<file path="config.mk">
export PLATFORM = sky130hd
export DESIGN_NAME = rfb_server_message_decoder_flat
export DESIGN_NICKNAME = d
export VERILOG_FILES = /design/src/hw/rtl/rfb_pkg.sv /design/src/hw/rtl/rfb_if.sv /design/src/hw/rtl/rfb_div.sv /design/src/hw/rtl/rfb_ctrl.sv /design/src/hw/rtl/rfb_dp.sv /design/src/hw/rtl/rfb_server_message_decoder.sv /design/src/flat_wrapper.sv
export SDC_FILE = /design/constraint.sdc
export NUM_CORES = 1
export LEC_CHECK = 0
export ABC_AREA = 1
export BUFFER_PORTS_ARGS = -buffer_cell sky130_fd_sc_hd__buf_2
export CORE_MARGIN = 2
export CORE_UTILIZATION = 25
export CTS_CLUSTER_DIAMETER = 30
export CTS_CLUSTER_SIZE = 24
export DETAILED_ROUTE_END_ITERATION = 8
export GPL_ROUTABILITY_DRIVEN = 0
export GPL_TIMING_DRIVEN = 0
export PLACE_DENSITY = 0.49
export SLEW_MARGIN = 20
export SYNTH_ARGS = -nofsm -noshare
export SYNTH_HDL_FRONTEND = slang
export SYNTH_SLANG_ARGS = --single-unit
</file>
<file path="constraint.sdc">
create_clock -name clk -period 5.43 [get_ports clk]
set_input_delay 1.086 -clock clk [delete_from_list [all_inputs] [get_ports clk]]
set_output_delay 1.086 -clock clk [all_outputs]
set_load 0.005 [all_outputs]
</file>
<file path="src/hw/rtl/rfb_pkg.sv">
package rfb_pkg;

  // Configuration port geometry: eight registers, the widest is 16 bits.
  localparam int CFG_AW = 3;
  localparam int CFG_DW = 16;

  // Register indexes on the configuration port.
  localparam logic [CFG_AW-1:0] CFG_BPP         = 3'd0;
  localparam logic [CFG_AW-1:0] CFG_BIG_ENDIAN  = 3'd1;
  localparam logic [CFG_AW-1:0] CFG_RED_MAX     = 3'd2;
  localparam logic [CFG_AW-1:0] CFG_GREEN_MAX   = 3'd3;
  localparam logic [CFG_AW-1:0] CFG_BLUE_MAX    = 3'd4;
  localparam logic [CFG_AW-1:0] CFG_RED_SHIFT   = 3'd5;
  localparam logic [CFG_AW-1:0] CFG_GREEN_SHIFT = 3'd6;
  localparam logic [CFG_AW-1:0] CFG_BLUE_SHIFT  = 3'd7;

  // Register values after reset.
  localparam logic [2:0]  RST_BPP         = 3'd4;
  localparam logic [15:0] RST_CHAN_MAX    = 16'd255;
  localparam logic [4:0]  RST_RED_SHIFT   = 5'd16;
  localparam logic [4:0]  RST_GREEN_SHIFT = 5'd8;
  localparam logic [4:0]  RST_BLUE_SHIFT  = 5'd0;

  // Server message types.
  localparam logic [7:0] MSG_FB_UPDATE = 8'd0;
  localparam logic [7:0] MSG_CMAP      = 8'd1;
  localparam logic [7:0] MSG_BELL      = 8'd2;
  localparam logic [7:0] MSG_CUT_TEXT  = 8'd3;

  // Result kinds.
  localparam logic [1:0] EV_PIXEL = 2'd0;
  localparam logic [1:0] EV_BELL  = 2'd1;
  localparam logic [1:0] EV_ERROR = 2'd2;

  // Quotient bits of the channel scaler, one per divider step.
  localparam int DIV_STEPS = 8;
  localparam int DIV_CW    = $clog2(DIV_STEPS + 1);

  typedef enum logic [3:0] {
    ST_TYPE,
    ST_FB_PAD,
    ST_COUNT,
    ST_XY,
    ST_WH,
    ST_ENC,
    ST_PIXEL,
    ST_CMAP_PAD,
    ST_CUT_PAD,
    ST_LEN,
    ST_SKIP,
    ST_DIVIDE,
    ST_HALT
  } state_t;

  // Commands from the controller to the datapath.
  typedef struct packed {
    logic clear;
    logic shift;
    logic wrap;
    logic load_count;
    logic load_xy;
    logic load_wh;
    logic load_skip;
    logic dec_skip;
    logic dec_rects;
    logic clear_pos;
    logic pix_byte;
    logic emit_bell;
    logic emit_error;
    logic emit_pixel;
  } dp_cmd_t;

  // Status from the datapath to the controller.
  typedef struct packed {
    logic [7:0] in_byte;
    logic [2:0] bidx;
    logic       cnt16_zero;
    logic       w32_zero;
    logic       rect_empty;
    logic       rects_last;
    logic       fmt_bad;
    logic       pix_last;
    logic       col_last;
    logic       row_last;
    logic       skip_last;
    logic       div_busy;
    logic       out_free;
  } dp_stat_t;

endpackage

</file>
<file path="src/hw/rtl/rfb_if.sv">
// Byte stream channel.
interface rfb_in_if;
  logic       valid;
  logic       ready;
  logic [7:0] stream_byte;

  modport source (output valid, output stream_byte, input ready);
  modport sink (input valid, input stream_byte, output ready);
endinterface

// Result channel.
interface rfb_out_if;
  logic        valid;
  logic        ready;
  logic [1:0]  event_kind;
  logic [16:0] pixel_x;
  logic [16:0] pixel_y;
  logic [7:0]  red_out;
  logic [7:0]  green_out;
  logic [7:0]  blue_out;

  modport source (output valid, output event_kind, output pixel_x, output pixel_y,
                  output red_out, output green_out, output blue_out, input ready);
  modport sink (input valid, input event_kind, input pixel_x, input pixel_y,
                input red_out, input green_out, input blue_out, output ready);
endinterface

</file>
<file path="src/hw/rtl/rfb_div.sv">
module rfb_div (
  input  logic        clk,
  input  logic        rst,
  input  logic        start,
  input  logic [15:0] numer,
  input  logic [15:0] chan_max,
  output logic        busy,
  output logic [7:0]  quotient
);
  import rfb_pkg::*;

  logic [DIV_CW-1:0] cnt;
  logic [16:0]       rem;
  logic [16:0]       dvs;
  logic [7:0]        quo;
  logic [17:0]       rem_sh;
  logic              fits;
  logic [16:0]       rem_next;

  // One restoring step: the numerator is numer*256, so each step shifts in a zero.
  always_comb begin
    rem_sh   = {rem, 1'b0};
    fits     = rem_sh >= {1'b0, dvs};
    rem_next = fits ? 17'(rem_sh - {1'b0, dvs}) : rem_sh[16:0];
  end

  // Step counter.
  always_ff @(posedge clk) begin
    if (rst) begin
      cnt <= '0;
    end else if (start) begin
      cnt <= DIV_CW'(DIV_STEPS);
    end else if (cnt != '0) begin
      cnt <= cnt - 1'b1;
    end
  end

  // Remainder, divisor and quotient.
  always_ff @(posedge clk) begin
    if (start) begin
      rem <= {1'b0, numer};
      dvs <= {1'b0, chan_max} + 17'd1;
      quo <= '0;
    end else if (busy) begin
      rem <= rem_next;
      quo <= {quo[6:0], fits};
    end
  end

  assign busy     = cnt != '0;
  assign quotient = quo;
endmodule

</file>
<file path="src/hw/rtl/rfb_ctrl.sv">
module rfb_ctrl (
  input  logic              clk,
  input  logic              rst,
  input  logic              in_valid,
  output logic              in_ready,
  input  rfb_pkg::dp_stat_t st,
  output rfb_pkg::dp_cmd_t  cmd
);
  import rfb_pkg::*;

  state_t state, state_next;
  state_t ret, ret_next;
  logic   acc;

  // State and return phase registers.
  always_ff @(posedge clk) begin
    if (rst) begin
      state <= ST_TYPE;
      ret   <= ST_TYPE;
    end else begin
      state <= state_next;
      ret   <= ret_next;
    end
  end

  // Message parser: one step per accepted word.
  always_comb begin
    cmd        = '0;
    state_next = state;
    ret_next   = ret;
    in_ready   = (state != ST_DIVIDE) && st.out_free;
    acc        = in_valid && in_ready;

    if (acc) begin
      unique case (state)
        ST_TYPE: begin
          cmd.clear = 1'b1;
          if (st.in_byte == MSG_FB_UPDATE) begin
            state_next = ST_FB_PAD;
          end else if (st.in_byte == MSG_CMAP) begin
            state_next = ST_CMAP_PAD;
          end else if (st.in_byte == MSG_BELL) begin
            cmd.emit_bell = 1'b1;
          end else if (st.in_byte == MSG_CUT_TEXT) begin
            state_next = ST_CUT_PAD;
          end else begin
            cmd.emit_error = 1'b1;
            state_next     = ST_HALT;
          end
        end
        ST_FB_PAD: begin
          state_next = ST_COUNT;
        end
        ST_COUNT: begin
          cmd.shift = 1'b1;
          cmd.wrap  = st.bidx == 3'd1;
          if (cmd.wrap) begin
            cmd.load_count = 1'b1;
            state_next     = st.cnt16_zero ? ST_TYPE : ST_XY;
          end
        end
        ST_XY: begin
          cmd.shift = 1'b1;
          cmd.wrap  = st.bidx == 3'd3;
          if (cmd.wrap) begin
            cmd.load_xy = 1'b1;
            state_next  = ST_WH;
          end
        end
        ST_WH: begin
          cmd.shift = 1'b1;
          cmd.wrap  = st.bidx == 3'd3;
          if (cmd.wrap) begin
            cmd.load_wh = 1'b1;
            state_next  = ST_ENC;
          end
        end
        ST_ENC: begin
          cmd.shift = 1'b1;
          cmd.wrap  = st.bidx == 3'd3;
          if (cmd.wrap) begin
            if (!st.w32_zero) begin
              cmd.emit_error = 1'b1;
              state_next     = ST_HALT;
            end else if (st.rect_empty) begin
              cmd.clear_pos = 1'b1;
              cmd.dec_rects = 1'b1;
              state_next    = st.rects_last ? ST_TYPE : ST_XY;
            end else begin
              cmd.clear_pos = 1'b1;
              state_next    = ST_PIXEL;
            end
          end
        end
        ST_PIXEL: begin
          if (st.bidx == 3'd0 && st.fmt_bad) begin
            cmd.emit_error = 1'b1;
            state_next     = ST_HALT;
          end else begin
            cmd.pix_byte = 1'b1;
            if (st.pix_last) begin
              state_next = ST_DIVIDE;
              if (st.col_last && st.row_last) begin
                cmd.dec_rects = 1'b1;
                ret_next      = st.rects_last ? ST_TYPE : ST_XY;
              end else begin
                ret_next = ST_PIXEL;
              end
            end
          end
        end
        ST_CMAP_PAD: begin
          cmd.clear  = 1'b1;
          state_next = ST_LEN;
        end
        ST_CUT_PAD: begin
          cmd.shift = 1'b1;
          cmd.wrap  = st.bidx == 3'd2;
          if (cmd.wrap) begin
            state_next = ST_LEN;
          end
        end
        ST_LEN: begin
          cmd.shift = 1'b1;
          cmd.wrap  = st.bidx == 3'd3;
          if (cmd.wrap) begin
            cmd.load_skip = 1'b1;
            state_next    = st.w32_zero ? ST_TYPE : ST_SKIP;
          end
        end
        ST_SKIP: begin
          cmd.dec_skip = 1'b1;
          if (st.skip_last) begin
            state_next = ST_TYPE;
          end
        end
        ST_DIVIDE, ST_HALT: begin
        end
        default: begin
          state_next = ST_TYPE;
        end
      endcase
    end

    // Hand the scaled pixel to the output register once the dividers finish.
    if (state == ST_DIVIDE && !st.div_busy && st.out_free) begin
      cmd.emit_pixel = 1'b1;
      state_next     = ret;
    end
  end
endmodule

</file>
<file path="src/hw/rtl/rfb_dp.sv">
module rfb_dp (
  input  logic                       clk,
  input  logic                       rst,
  input  logic [7:0]                 in_byte,
  input  logic                       cfg_we,
  input  logic [rfb_pkg::CFG_AW-1:0] cfg_addr,
  input  logic [rfb_pkg::CFG_DW-1:0] cfg_data,
  input  rfb_pkg::dp_cmd_t           cmd,
  output rfb_pkg::dp_stat_t          st,
  output logic                       out_valid,
  input  logic                       out_ready,
  output logic [1:0]                 event_kind,
  output logic [16:0]                pixel_x,
  output logic [16:0]                pixel_y,
  output logic [7:0]                 red_out,
  output logic [7:0]                 green_out,
  output logic [7:0]                 blue_out
);
  import rfb_pkg::*;

  logic [2:0]  bpp;
  logic        big_endian;
  logic [15:0] chan_max [3];
  logic [4:0]  chan_shift [3];

  logic [31:0] gw;
  logic [2:0]  bidx;
  logic [15:0] rects;
  logic [15:0] rect_left, rect_top, rect_width, rect_height;
  logic [15:0] col, row;
  logic [31:0] skip;
  logic [16:0] px, py;

  logic [31:0] gw_shift;
  logic [31:0] pix_word;
  logic        div_start;
  logic [2:0]  lane_busy;
  logic [7:0]  lane_q [3];

  // Configuration registers.
  always_ff @(posedge clk) begin
    if (rst) begin
      bpp           <= RST_BPP;
      big_endian    <= 1'b0;
      chan_max[0]   <= RST_CHAN_MAX;
      chan_max[1]   <= RST_CHAN_MAX;
      chan_max[2]   <= RST_CHAN_MAX;
      chan_shift[0] <= RST_RED_SHIFT;
      chan_shift[1] <= RST_GREEN_SHIFT;
      chan_shift[2] <= RST_BLUE_SHIFT;
    end else if (cfg_we) begin
      unique case (cfg_addr)
        CFG_BPP:         bpp           <= cfg_data[2:0];
        CFG_BIG_ENDIAN:  big_endian    <= cfg_data[0];
        CFG_RED_MAX:     chan_max[0]   <= cfg_data;
        CFG_GREEN_MAX:   chan_max[1]   <= cfg_data;
        CFG_BLUE_MAX:    chan_max[2]   <= cfg_data;
        CFG_RED_SHIFT:   chan_shift[0] <= cfg_data[4:0];
        CFG_GREEN_SHIFT: chan_shift[1] <= cfg_data[4:0];
        CFG_BLUE_SHIFT:  chan_shift[2] <= cfg_data[4:0];
        default: begin
        end
      endcase
    end
  end

  // Big-endian header gather and little-endian pixel gather.
  always_comb begin
    gw_shift = {gw[23:0], in_byte};
    pix_word = ((bidx == 3'd0) ? 32'd0 : gw) | ({24'd0, in_byte} << {bidx[1:0], 3'b000});
  end

  // Status for the controller.
  always_comb begin
    st.in_byte    = in_byte;
    st.bidx       = bidx;
    st.cnt16_zero = gw_shift[15:0] == 16'd0;
    st.w32_zero   = gw_shift == 32'd0;
    st.rect_empty = (rect_width == 16'd0) || (rect_height == 16'd0);
    st.rects_last = rects == 16'd1;
    st.fmt_bad    = ((bpp != 3'd2) && (bpp != 3'd4)) || big_endian;
    st.pix_last   = (({1'b0, bidx} + 4'd1) >= {1'b0, bpp}) || (bidx >= 3'd3);
    st.col_last   = ({1'b0, col} + 17'd1) >= {1'b0, rect_width};
    st.row_last   = ({1'b0, row} + 17'd1) >= {1'b0, rect_height};
    st.skip_last  = skip == 32'd1;
    st.div_busy   = |lane_busy;
    st.out_free   = !out_valid || out_ready;
  end

  assign div_start = cmd.pix_byte && st.pix_last;

  // Gather word and byte counter.
  always_ff @(posedge clk) begin
    if (rst) begin
      gw   <= '0;
      bidx <= '0;
    end else if (cmd.clear) begin
      gw   <= '0;
      bidx <= '0;
    end else if (cmd.shift) begin
      gw   <= cmd.wrap ? 32'd0 : gw_shift;
      bidx <= cmd.wrap ? 3'd0 : bidx + 3'd1;
    end else if (cmd.pix_byte) begin
      gw   <= st.pix_last ? 32'd0 : pix_word;
      bidx <= st.pix_last ? 3'd0 : bidx + 3'd1;
    end
  end

  // Rectangle header, counters and skip length.
  always_ff @(posedge clk) begin
    if (rst) begin
      rects       <= '0;
      rect_left   <= '0;
      rect_top    <= '0;
      rect_width  <= '0;
      rect_height <= '0;
      col         <= '0;
      row         <= '0;
      skip        <= '0;
    end else begin
      if (cmd.load_count) begin
        rects <= gw_shift[15:0];
      end else if (cmd.dec_rects) begin
        rects <= rects - 16'd1;
      end
      if (cmd.load_xy) begin
        rect_left <= gw_shift[31:16];
        rect_top  <= gw_shift[15:0];
      end
      if (cmd.load_wh) begin
        rect_width  <= gw_shift[31:16];
        rect_height <= gw_shift[15:0];
      end
      if (cmd.load_skip) begin
        skip <= gw_shift;
      end else if (cmd.dec_skip) begin
        skip <= skip - 32'd1;
      end
      if (cmd.clear_pos) begin
        col <= '0;
        row <= '0;
      end else if (div_start) begin
        if (st.col_last) begin
          col <= '0;
          row <= st.row_last ? 16'd0 : row + 16'd1;
        end else begin
          col <= col + 16'd1;
        end
      end
    end
  end

  // Pixel position, held while the channels are scaled.
  always_ff @(posedge clk) begin
    if (div_start) begin
      px <= {1'b0, rect_left} + {1'b0, col};
      py <= {1'b0, rect_top} + {1'b0, row};
    end
  end

  // One divider lane per channel: value*256/(max+1).
  for (genvar i = 0; i < 3; i++) begin : g_lane
    logic [31:0] shifted;
    logic [15:0] chan_val;

    always_comb begin
      shifted  = pix_word >> chan_shift[i];
      chan_val = shifted[15:0] & chan_max[i];
    end

    rfb_div u_div (
      .clk      (clk),
      .rst      (rst),
      .start    (div_start),
      .numer    (chan_val),
      .chan_max (chan_max[i]),
      .busy     (lane_busy[i]),
      .quotient (lane_q[i])
    );
  end

  // Output register.
  always_ff @(posedge clk) begin
    if (rst) begin
      out_valid <= 1'b0;
    end else if (cmd.emit_bell || cmd.emit_error || cmd.emit_pixel) begin
      out_valid <= 1'b1;
    end else if (out_ready) begin
      out_valid <= 1'b0;
    end
  end

  always_ff @(posedge clk) begin
    if (cmd.emit_pixel) begin
      event_kind <= EV_PIXEL;
      pixel_x    <= px;
      pixel_y    <= py;
      red_out    <= lane_q[0];
      green_out  <= lane_q[1];
      blue_out   <= lane_q[2];
    end else if (cmd.emit_bell || cmd.emit_error) begin
      event_kind <= cmd.emit_error ? EV_ERROR : EV_BELL;
      pixel_x    <= '0;
      pixel_y    <= '0;
      red_out    <= '0;
      green_out  <= '0;
      blue_out   <= '0;
    end
  end
endmodule

</file>
<file path="src/hw/rtl/rfb_server_message_decoder.sv">
// Channel      Dir   Words
// in_stream    in    stream_byte: one byte of the server message stream
// out_events   out   event_kind, pixel_x, pixel_y, red_out, green_out, blue_out
// cfg_*        in    register writes, index cfg_addr, data cfg_data
//
// Bytes that finish no pixel are taken one per cycle, back to back, while the
// output register is free. The last byte of a pixel starts 8 steps of the channel
// dividers, which run all three channels side by side; the pixel is emitted after.
// A bell or error result is loaded into the output register on its own byte.
// Reset is synchronous on rst; while a result waits in a stalled output register,
// no input byte is taken.
module rfb_server_message_decoder (
  input  logic                       clk,
  input  logic                       rst,
  rfb_in_if.sink                     in_stream,
  rfb_out_if.source                  out_events,
  input  logic                       cfg_we,
  input  logic [rfb_pkg::CFG_AW-1:0] cfg_addr,
  input  logic [rfb_pkg::CFG_DW-1:0] cfg_data
);
  import rfb_pkg::*;

  dp_cmd_t  cmd;
  dp_stat_t st;
  logic     in_ready;

  assign in_stream.ready = in_ready;

  rfb_ctrl u_ctrl (
    .clk      (clk),
    .rst      (rst),
    .in_valid (in_stream.valid),
    .in_ready (in_ready),
    .st       (st),
    .cmd      (cmd)
  );

  rfb_dp u_dp (
    .clk        (clk),
    .rst        (rst),
    .in_byte    (in_stream.stream_byte),
    .cfg_we     (cfg_we),
    .cfg_addr   (cfg_addr),
    .cfg_data   (cfg_data),
    .cmd        (cmd),
    .st         (st),
    .out_valid  (out_events.valid),
    .out_ready  (out_events.ready),
    .event_kind (out_events.event_kind),
    .pixel_x    (out_events.pixel_x),
    .pixel_y    (out_events.pixel_y),
    .red_out    (out_events.red_out),
    .green_out  (out_events.green_out),
    .blue_out   (out_events.blue_out)
  );
endmodule

</file>
<file path="src/flat_wrapper.sv">
// flat-port wrapper written by rule: the top's interface ports become plain ports
module rfb_server_message_decoder_flat import rfb_pkg::*;
  (clk, rst, cfg_we, cfg_addr, cfg_data, in_stream_valid, in_stream_stream_byte, in_stream_ready, out_events_valid, out_events_event_kind, out_events_pixel_x, out_events_pixel_y, out_events_red_out, out_events_green_out, out_events_blue_out, out_events_ready);
  rfb_in_if in_stream_i ();
  rfb_out_if out_events_i ();
  input  logic clk;
  input  logic rst;
  input  logic cfg_we;
  input  logic [rfb_pkg::CFG_AW-1:0] cfg_addr;
  input  logic [rfb_pkg::CFG_DW-1:0] cfg_data;
  input wire logic [$bits(in_stream_i.valid)-1:0] in_stream_valid;
  input wire logic [$bits(in_stream_i.stream_byte)-1:0] in_stream_stream_byte;
  output wire logic [$bits(in_stream_i.ready)-1:0] in_stream_ready;
  output wire logic [$bits(out_events_i.valid)-1:0] out_events_valid;
  output wire logic [$bits(out_events_i.event_kind)-1:0] out_events_event_kind;
  output wire logic [$bits(out_events_i.pixel_x)-1:0] out_events_pixel_x;
  output wire logic [$bits(out_events_i.pixel_y)-1:0] out_events_pixel_y;
  output wire logic [$bits(out_events_i.red_out)-1:0] out_events_red_out;
  output wire logic [$bits(out_events_i.green_out)-1:0] out_events_green_out;
  output wire logic [$bits(out_events_i.blue_out)-1:0] out_events_blue_out;
  input wire logic [$bits(out_events_i.ready)-1:0] out_events_ready;
  assign in_stream_i.valid = in_stream_valid;
  assign in_stream_i.stream_byte = in_stream_stream_byte;
  assign in_stream_ready = in_stream_i.ready;
  assign out_events_valid = out_events_i.valid;
  assign out_events_event_kind = out_events_i.event_kind;
  assign out_events_pixel_x = out_events_i.pixel_x;
  assign out_events_pixel_y = out_events_i.pixel_y;
  assign out_events_red_out = out_events_i.red_out;
  assign out_events_green_out = out_events_i.green_out;
  assign out_events_blue_out = out_events_i.blue_out;
  assign out_events_i.ready = out_events_ready;
  rfb_server_message_decoder u_core (.clk(clk), .rst(rst), .in_stream(in_stream_i), .out_events(out_events_i), .cfg_we(cfg_we), .cfg_addr(cfg_addr), .cfg_data(cfg_data));
endmodule
</file>
==> metrics.md, run 1 <==
| Metric | Value |
|---|---|
| Status | finished clean |
| Pre-antenna DRT Iters | 6 |
| Setup violators final | 0 |
| IO Pins | 94 |
| Slew Limit Fails | 0 |
| All-Layer GR Usage | 0.174 |
| Switching Fraction | 0.352 |
| Internal power | 11.6 mW |
| Max-Cap Viols | 0 |
| Most common cell in the netlist | nand2_1 |
| Hpwl dp | 86100 µm |
| Power Total | 17.9 mW |
| Root Buffer | clkbuf_16 |
| Synth-to-Final Area Change | 22.8% |
| Area leader, netlist | edfxtp_1 |
| TritonCTS Buffers | 132 |
| Initial DRC Count | 2604 |
| Synth Warn # | 0 |
| Clock sink count | 486 |
| Worst-Skew Late Latency | 0.73 ns |
| Num rows | 129 |
| Core Box Area | 123000 µm² |
| Psw | 6.30 mW |
| Drc violations | 0 |
| CTS tree | done |
| Total number of vias | 29677 |
| Fin worst setup slack | 1.19 ns |
| RSZ-0062 raised after global routing | no |
| Main flop type after synthesis | edfxtp_1 |
| Fmax | 236 MHz |
| Worst Hold Class | flip-flop to flip-flop |
| P_leak | 16.9 nW |
| Cts repair resizes | 0 |
| Post-synth top area share | 0.246 |
| Placement Setup Slack | 1.23 ns |
| Top post-synthesis cells by area | edfxtp_1, dfxtp_1, nand2_1, inv_1, o21ai_0 |
| Seq pwr share | 0.283 |
| Distinct cells, synth | 58 |
| Final #Nets | 4595 |
| Layout cells sized above 1 | 0.0920 |
| FF+latch count, synth | 486 |
| FILL cells | 13346 |
| Wire per inst | 18.2 µm |
| WS Path Type | flip-flop to flip-flop |
| Starting Density | 0.251 |
| Port Buf Inserts | 90 |
| Final Hold Viols | 0 |
| Fin Clk Skew | 0.0403 ns |
| P per Cell Area | 471 nW/µm² |
| DIE HEIGHT | 356 µm |
| Hold buffers post-CTS | 0 |
| Max transition margin | 0.139 |
| Crit start category | flip-flop |
| Post-synth top cells | nand2_1, inv_1, o21ai_0, nor2_1, nand3_1 |
| Die W | 356 µm |
| Largest net degree at the start of global routing | 95 |
| Avg Vias per Cell | 4.82 |
| Clk pwr share | 0.431 |
| Avg Inst Size Synth | 7.39 µm² |
| Crit-path max FO | 11 |
| EDFF count, synth | 254 |
| Syn Std Cell Area | 31000 µm² |
| First-pass GRT wire length | 169000 µm |
| Actual slew at the worst max-slew pin | 1.28 ns |
| Sequential area share after synthesis | 0.396 |
| Post-synthesis cell count | 4193 |
| Crit end category | flip-flop |
| Worst endpoint data arrival time | 4.81 ns |
| Async S/R FF share, synth | 0 |
| VDD IR-drop max | 0.000297 V |
| Crit path time final | 4.24 ns |
| Crit share post-route | 0.782 |
| Initial antenna violation count | 2 |
| Die area | 127000 µm² |
| Final ANT Viol Nets | 0 |
| Total gr overflow | 0 |
| Post-CTS Setup Bufs | 0 |
| WP data required | 5.99 ns |
| Clock Tree Buf Depth | 3 |
| Routed WL | 112000 µm |
| Clock-pin slew on the worst setup and hold paths | 0.04 ns |
| Comb pwr share | 0.286 |
| H-tree levels | 4 |
| Vias in the first global route | 28319 |
| Syn nets | 4368 |
## cell families (layout without fill, tap and decap cells)
group           count (synthesis)  after routing  synth area share
other cells                     0              1                 0
simple gates                 1745           1745             0.236
fa+ha+maj                     143            143            0.0590
buf+inv                       745           1076            0.0953
compound gates                889            889             0.161
xor+xnor                      165            165            0.0466
mux                            20             20           0.00646
flops                         486            486             0.396
## power groups by stage
stage | combinational [mW] | sequential, mW | clock (mW)
2_1_floorplan | 3.44 | 5.04 | 0
3_3_place_gp | 5.01 | 5.15 | 0
3_5_place_dp | 5.06 | 5.14 | 0
4_1_cts | 5.08 | 5.08 | 7.82
5_1_grt | 5.72 | 5.14 | 8.04
6_report | 5.12 | 5.07 | 7.71
## layout by cell type, fill, tap and decap left out, types with 19 or more instances in the layout
| master | Yosys | final |
|---|---|---|
| nand3_1 | 281 | 280 |
| a31oi_1 | 24 | 24 |
| clkbuf_1 | 105 | 118 |
| o21ai_1 | 51 | 51 |
| nand4_1 | 41 | 41 |
| o21ai_0 | 356 | 355 |
| mux2i_1 | 20 | 20 |
| a21oi_1 | 265 | 265 |
| ha_1 | 138 | 138 |
| o211ai_1 | 67 | 67 |
| xor2_1 | 129 | 129 |
| buf_2 | 34 | 124 |
| xnor2_1 | 36 | 36 |
| o22ai_1 | 30 | 30 |
| clkinv_2 | 0 | 19 |
| clkinv_1 | 7 | 21 |
| nand2_1 | 970 | 969 |
| edfxtp_1 | 254 | 254 |
| nor3_1 | 53 | 53 |
| clkbuf_16 | 0 | 134 |
| nor2_1 | 328 | 328 |
| o221ai_1 | 32 | 32 |
| inv_1 | 544 | 544 |
| dfxtp_1 | 232 | 232 |
| buf_1 | 23 | 23 |
## critical path: stages (launching register included)
cell	delay (ns)
dfxtp_1	0.41
buf_4	0.21
inv_2	0.10
buf_2	0.21
ha_1	0.21
inv_1	0.06
nor2_1	0.10
clkbuf_1	0.22
o21ai_0	0.90
inv_1	0.42
nand2_1	0.13
o21ai_0	0.14
mux2i_1	0.36
nand2_1	0.09
nand3_1	0.11
nand3_1	0.08
inv_1	0.07
nand3_1	0.14
nand2_1	0.11
## layout make-up
class	instances	area (µm²)	area share
Antenna cell	1	2.50	0.0000658
Buffer	180	832	0.0219
Clock buffer	157	3520	0.0925
Clock inverter	81	942	0.0248
Inverter	565	2130	0.0559
Multi-Input combinational cell	2962	15800	0.415
Sequential cell	486	12300	0.323
Tap cell	1637	2050	0.0538
Timing Repair Buffer	93	500	0.0132
## sequential cells by signal (all words and copies together) (netlist names), 17 cells and up
register                           flops
u_core.u_dp.gw                        32
u_core.u_dp.skip                      32
u_core.u_dp.pixel_y                   17
u_core.u_dp.g_lane.u_div.rem          51
u_core.u_dp.g_lane.u_div.quotient     24
u_core.u_dp.px                        17
u_core.u_dp.g_lane.u_div.dvs          51
u_core.u_dp.pixel_x                   17
u_core.u_dp.chan_max                  48
u_core.u_dp.py                        17
## per-stage QoR
stage                     setup TNS [ns]   util  cells  instance area [µm²]  hold WS [ns]
final                                  0  0.308   6162                38000         0.460
after floorplan                        0      -   4193                31000         0.441
after global placement            -58.42  0.272   5920                33500         0.449
after detailed placement               0  0.272   5923                33600         0.456
after global routing                   0  0.308   6161                38000         0.488
after CTS                              0  0.308   6161                38000         0.463
## final timing paths
kind / slack, ns / cells past startpoint / to / from
worst min register to register: 0.46 / 2 / u_core.u_dp.g_lane[0].u_div.cnt[1] / u_core.u_dp.g_lane[0].u_div.cnt[1]
worst max register to register: 1.19 / 18 / u_core.u_dp.g_lane[1].u_div.rem[4] / u_core.u_dp.bidx[0]
worst max-delay path: 1.19 / 18 / u_core.u_dp.g_lane[1].u_div.rem[4] / u_core.u_dp.bidx[0]
worst min-delay path: 0.46 / 2 / u_core.u_dp.g_lane[0].u_div.cnt[1] / u_core.u_dp.g_lane[0].u_div.cnt[1]
## routing by layer
layer	GRT usage	part of all wire	wire length [µm]	vias up
met5	0	0.000089	10	-
met4	0.0677	0.035	3970	2
met3	0.0343	0.064	7140	246
met2	0.275	0.45	50400	1032
met1	0.232	0.45	50600	13908
li1	-	-	-	14489
Note: power is estimated with default switching activity, not from simulation.
==> run 2: changes to the inputs <==
--- a/config.mk
+++ b/config.mk
@@ -5,7 +5,7 @@
 export SDC_FILE = /design/constraint.sdc
 export NUM_CORES = 1
 export LEC_CHECK = 0
-export ABC_AREA = 1
+export ABC_AREA = 0
 export BUFFER_PORTS_ARGS = -buffer_cell sky130_fd_sc_hd__buf_2
 export CORE_MARGIN = 2
 export CORE_UTILIZATION = 25
==> constraint.sdc (replaced) <==
create_clock -name clk -period 4.1 [get_ports clk]
set_input_delay 0.82 -clock clk [delete_from_list [all_inputs] [get_ports clk]]
set_output_delay 0.82 -clock clk [all_outputs]
set_load 0.005 [all_outputs]
==> metrics.md, run 2 <==
| Metric | Value |
|---|---|
| Num rows | 128 (was 129) |
| Starting Density | 0.252 (was 0.251) |
| Top post-synthesis cells by area | edfxtp_1, dfxtp_1, mux4_2, ha_1, nand2_1 (was edfxtp_1, dfxtp_1, nand2_1, inv_1, o21ai_0) |
| Comb pwr share | 0.337 (was 0.286) |
| Top Layer Used | met5 (unchanged) |
| H-tree levels | 3 (was 4) |
| Post-synthesis cell count | 3292 (was 4193) |
| R2r worst-path depth | 12 (was 18) |
| Fmax | 245 MHz (was 236 MHz) |
| Worst Min Path Start | cfg_data[2] (was u_core.u_dp.g_lane[0].u_div.cnt[1]) |
| WS Path Type | flip-flop to flip-flop (unchanged) |
| Fin Clk Skew | 0.0700 ns (was 0.0403 ns) |
| R2R setup slack | 0.02 ns (was 1.19 ns) |
| Synth-to-Final Area Change | 22.5% (was 22.8%) |
| P per Cell Area | 625 nW/µm² (was 471 nW/µm²) |
| Async S/R FF share, synth | 0 (unchanged) |
| CP max stage cell | a22oi_1 (was o21ai_0) |
| Actual slew at the worst max-slew pin | 1.20 ns (was 1.28 ns) |
| Syn nets | 3467 (was 4368) |
| TritonCTS Buffers | 109 (was 132) |
| Final ANT Viol Nets | 0 (unchanged) |
| DIE HEIGHT | 354 µm (was 356 µm) |
| Top Family by Delay on Critical Path | compound AO/OA/AOI/OAI gates (was buffers and inverters) |
| Sequential area share after synthesis | 0.401 (was 0.396) |
| Setup TNS | 0 ns (unchanged) |
| Crit share post-route | 0.995 (was 0.782) |
| Status | finished clean (unchanged) |
| Final #Nets | 3695 (was 4595) |
| CTS tree | done (unchanged) |
| Die W | 354 µm (was 356 µm) |
| Core Box Area | 122000 µm² (was 123000 µm²) |
| Routed WL | 110000 µm (was 112000 µm) |
| Die area | 125000 µm² (was 127000 µm²) |
| Cells on Worst Hold Path | 2 (unchanged) |
| Clock Tree Buf Depth | 3 (unchanged) |
| Total number of vias | 27057 (was 29677) |
| RR Startpoint | u_core.u_dp.bidx[0] (unchanged) |
| Most frequent cells in the layout | nand2_1, nor2_1, a21oi_1, edfxtp_1, dfxtp_1 (was nand2_1, inv_1, o21ai_0, nor2_1, nand3_1) |
| Most common cell in the netlist | nand2_1 (unchanged) |
| Final Hold Viols | 0 (unchanged) |
| Worst-Skew Late Latency | 0.69 ns (was 0.73 ns) |
| P_leak | 13.9 nW (was 16.9 nW) |
| Worst Path Buf+Inv | 3 (was 7) |
| Critical Path, Cell by Cell | clkbuf_2 -> inv_1 -> ha_1 -> nand2b_1 -> clkbuf_2 -> a22oi_1 -> mux2i_1 -> mux2_2 -> mux2_2 -> o21ai_0 -> a211o_1 -> o21ai_0 (was buf_4 -> inv_2 -> buf_2 -> ha_1 -> inv_1 -> nor2_1 -> clkbuf_1 -> o21ai_0 -> inv_1 -> nand2_1 -> o21ai_0 -> mux2i_1 -> nand2_1 -> nand3_1 -> nand3_1 -> inv_1 -> nand3_1 -> nand2_1) |
| Worst endpoint data arrival time | 4.44 ns (was 4.81 ns) |
| Seq pwr share | 0.290 (was 0.283) |
| WHS Endpoint | u_core.u_dp.bpp[2] (was u_core.u_dp.g_lane[0].u_div.cnt[1]) |
| M1 wire length | 48300 µm (was 50600 µm) |
| Slew Limit Fails | 0 (unchanged) |
| Worst Hold Class | input port to flip-flop (was flip-flop to flip-flop) |
| Placed Cells | 5012 (was 5923) |
| Max-Cap Viols | 0 (unchanged) |
| Crit-path max FO | 10 (was 11) |
| Cell Count, Final, Fillers Out | 5244 (was 6162) |
| Most common cell after layout, fill and taps aside | nand2_1 (unchanged) |
| Distinct cells, synth | 84 (was 58) |
| Avg Inst Size Synth | 9.30 µm² (was 7.39 µm²) |
| Internal power | 15.0 mW (was 11.6 mW) |
| Root Buffer | clkbuf_16 (unchanged) |
| Main flop type after synthesis | edfxtp_1 (unchanged) |
| Vias in the first global route | 25810 (was 28319) |
| Initial DRC Count | 2882 (was 2604) |
| Placement Setup Slack | -1.59 ns (was 1.23 ns) |
| Met3 WL post-DR | 7970 µm (was 7140 µm) |
| Setup violators final | 0 (unchanged) |
| Max transition margin | 0.202 (was 0.139) |
| Total gr overflow | 0 (unchanged) |
| Clock sink count | 486 (unchanged) |
| Fin worst setup slack | 0.0225 ns (was 1.19 ns) |
| WP data required | 4.47 ns (was 5.99 ns) |
| Avg Vias per Cell | 5.16 (was 4.82) |
| Largest net degree at the start of global routing | 55 (was 95) |
| Critical R2R Capture | u_core.u_dp.g_lane[1].u_div.rem[0] (was u_core.u_dp.g_lane[1].u_div.rem[4]) |
| Synth Warn # | 0 (unchanged) |
| Biggest regs | u_core.u_dp.g_lane.u_div.dvs (51), u_core.u_dp.g_lane.u_div.rem (51), u_core.u_dp.chan_max (48) (unchanged) |
| Clock-pin slew on the worst setup and hold paths | 0.05 ns (was 0.04 ns) |
| Worst stage delay on the critical path | 0.88 ns (was 0.90 ns) |
| Psw | 8.47 mW (was 6.30 mW) |
| EDFF count, synth | 254 (unchanged) |
| FF+latch count, synth | 486 (unchanged) |
| Port Buf Inserts | 92 (was 90) |
| First-pass GRT wire length | 164000 µm (was 169000 µm) |
| Switching Fraction | 0.361 (was 0.352) |
| Initial antenna violation count | 11 (was 2) |
| Wire per inst | 21.0 µm (was 18.2 µm) |
| Fin Hold WS | 0.428 ns (was 0.460 ns) |
| Levels on crit path | 12 (was 18) |
| Post-synth top cells | nand2_1, nor2_1, a21oi_1, edfxtp_1, dfxtp_1 (was nand2_1, inv_1, o21ai_0, nor2_1, nand3_1) |
| Crit start category | flip-flop (unchanged) |
| Clk pwr share | 0.374 (was 0.431) |
| Drc violations | 0 (unchanged) |
| Layout cells sized above 1 | 0.148 (was 0.0920) |
| VDD IR-drop max | 0.000301 V (was 0.000297 V) |
| Pre-antenna DRT Iters | 6 (unchanged) |
| Hpwl dp | 81400 µm (was 86100 µm) |
| Area leader, netlist | edfxtp_1 (unchanged) |
| Crit end category | flip-flop (unchanged) |
| IO Pins | 94 (unchanged) |
| Post-synth top area share | 0.249 (was 0.246) |
| Syn Std Cell Area | 30600 µm² (was 31000 µm²) |
| RSZ-0062 raised after global routing | yes (was no) |
| WL met2 | 49400 µm (was 50400 µm) |
| All-Layer GR Usage | 0.171 (was 0.174) |
| Power Total | 23.5 mW (was 17.9 mW) |
| Crit path time final | 4.08 ns (was 4.24 ns) |
| Crit path launch | u_core.u_dp.bidx[0] (unchanged) |
## run 2: cell types whose count changed after synthesis, moves of 67 or more
cell,change
a22oi_1,+67
and2_1,+91
clkbuf_1,+73
inv_1,-395
mux4_2,+86
nand2_1,-617
nand3_1,-190
o21ai_0,-237
xnor2_1,+72
## run 2: area by class of cell
cell class / count / area, µm²
timing repair buffer: 121 / 723
sequential: 486 / 12300
clock inverter: 68 / 806
antenna: 4 / 10.0
tap: 1625 / 2030
multi-input combinational: 2432 / 17200
clock buffer: 138 / 2960
buffer: 216 / 905
inverter: 154 / 578
fill: 12844 / 84200
## run 2: worst reg2reg max path, stage by stage, from the launching register on
cell      delay [ns]
dfxtp_1         0.34
clkbuf_2        0.20
inv_1           0.11
ha_1            0.20
nand2b_1        0.25
clkbuf_2        0.30
a22oi_1         0.88
mux2i_1         0.23
mux2_2          0.36
mux2_2          0.26
o21ai_0         0.38
a211o_1         0.21
o21ai_0         0.07
## run 2: cells by family (layout without fill, tap and decap cells)
family                     count (synthesis)  count (layout)  synth area share
DFF                                      486             486             0.401
AOI/OAI and AO/OA                        822             822             0.174
xor gates and xnor gates                 174             174            0.0498
other                                      0               4                 0
muxes                                    184             184            0.0962
buffers and inverters                    374             697            0.0468
and+or+nand+nor                         1109            1109             0.172
adders and majority gates                143             143            0.0597
## run 2: power by group through the flow
stage | sequential, mW | combinational, mW | clock [mW]
finish | 6.79 | 7.90 | 8.76
global route | 6.89 | 8.63 | 9.14
CTS | 6.80 | 7.77 | 8.90
detailed placement | 6.89 | 7.71 | 0
global placement | 6.91 | 7.63 | 0
floorplan | 6.73 | 5.40 | 0
## run 2: what timing repair did
action,CTS,global route
buffers inserted,7,18
hold endpoints to repair,0,0
resized for setup,50,66
cloned,0,1
hold buffers,0,0
pin swaps,4,16
endpoints found under the setup margin,271,155
## run 2: routing by layer
metal | vias up | track usage
met2 | 1128 | 0.270
met4 | 8 | 0.0739
met3 | 286 | 0.0319
li1 | 12625 | -
met5 | - | 0
met1 | 13010 | 0.229
## run 2: how the worst max path moves through the flow
stage | end | slack, ns
2_1_floorplan | u_core.u_dp.g_lane[0].u_div.dvs[0] | 0.04
3_3_place_gp | u_core.u_dp.g_lane[0].u_div.dvs[1] | -2.77
3_5_place_dp | u_core.u_dp.g_lane[1].u_div.rem[12] | -1.59
4_1_cts | u_core.u_dp.rects[9] | 0.0002
5_1_grt | u_core.u_dp.rects[9] | -0.02
6_report | u_core.u_dp.g_lane[1].u_div.rem[0] | 0.02
## run 2: per-stage QoR
step | util | cell area (µm²)
detailed placement | 0.273 | 33200
CTS | 0.305 | 37200
global route | 0.308 | 37500
finish | 0.308 | 37500
global placement | 0.272 | 33100
floorplan | - | 30600
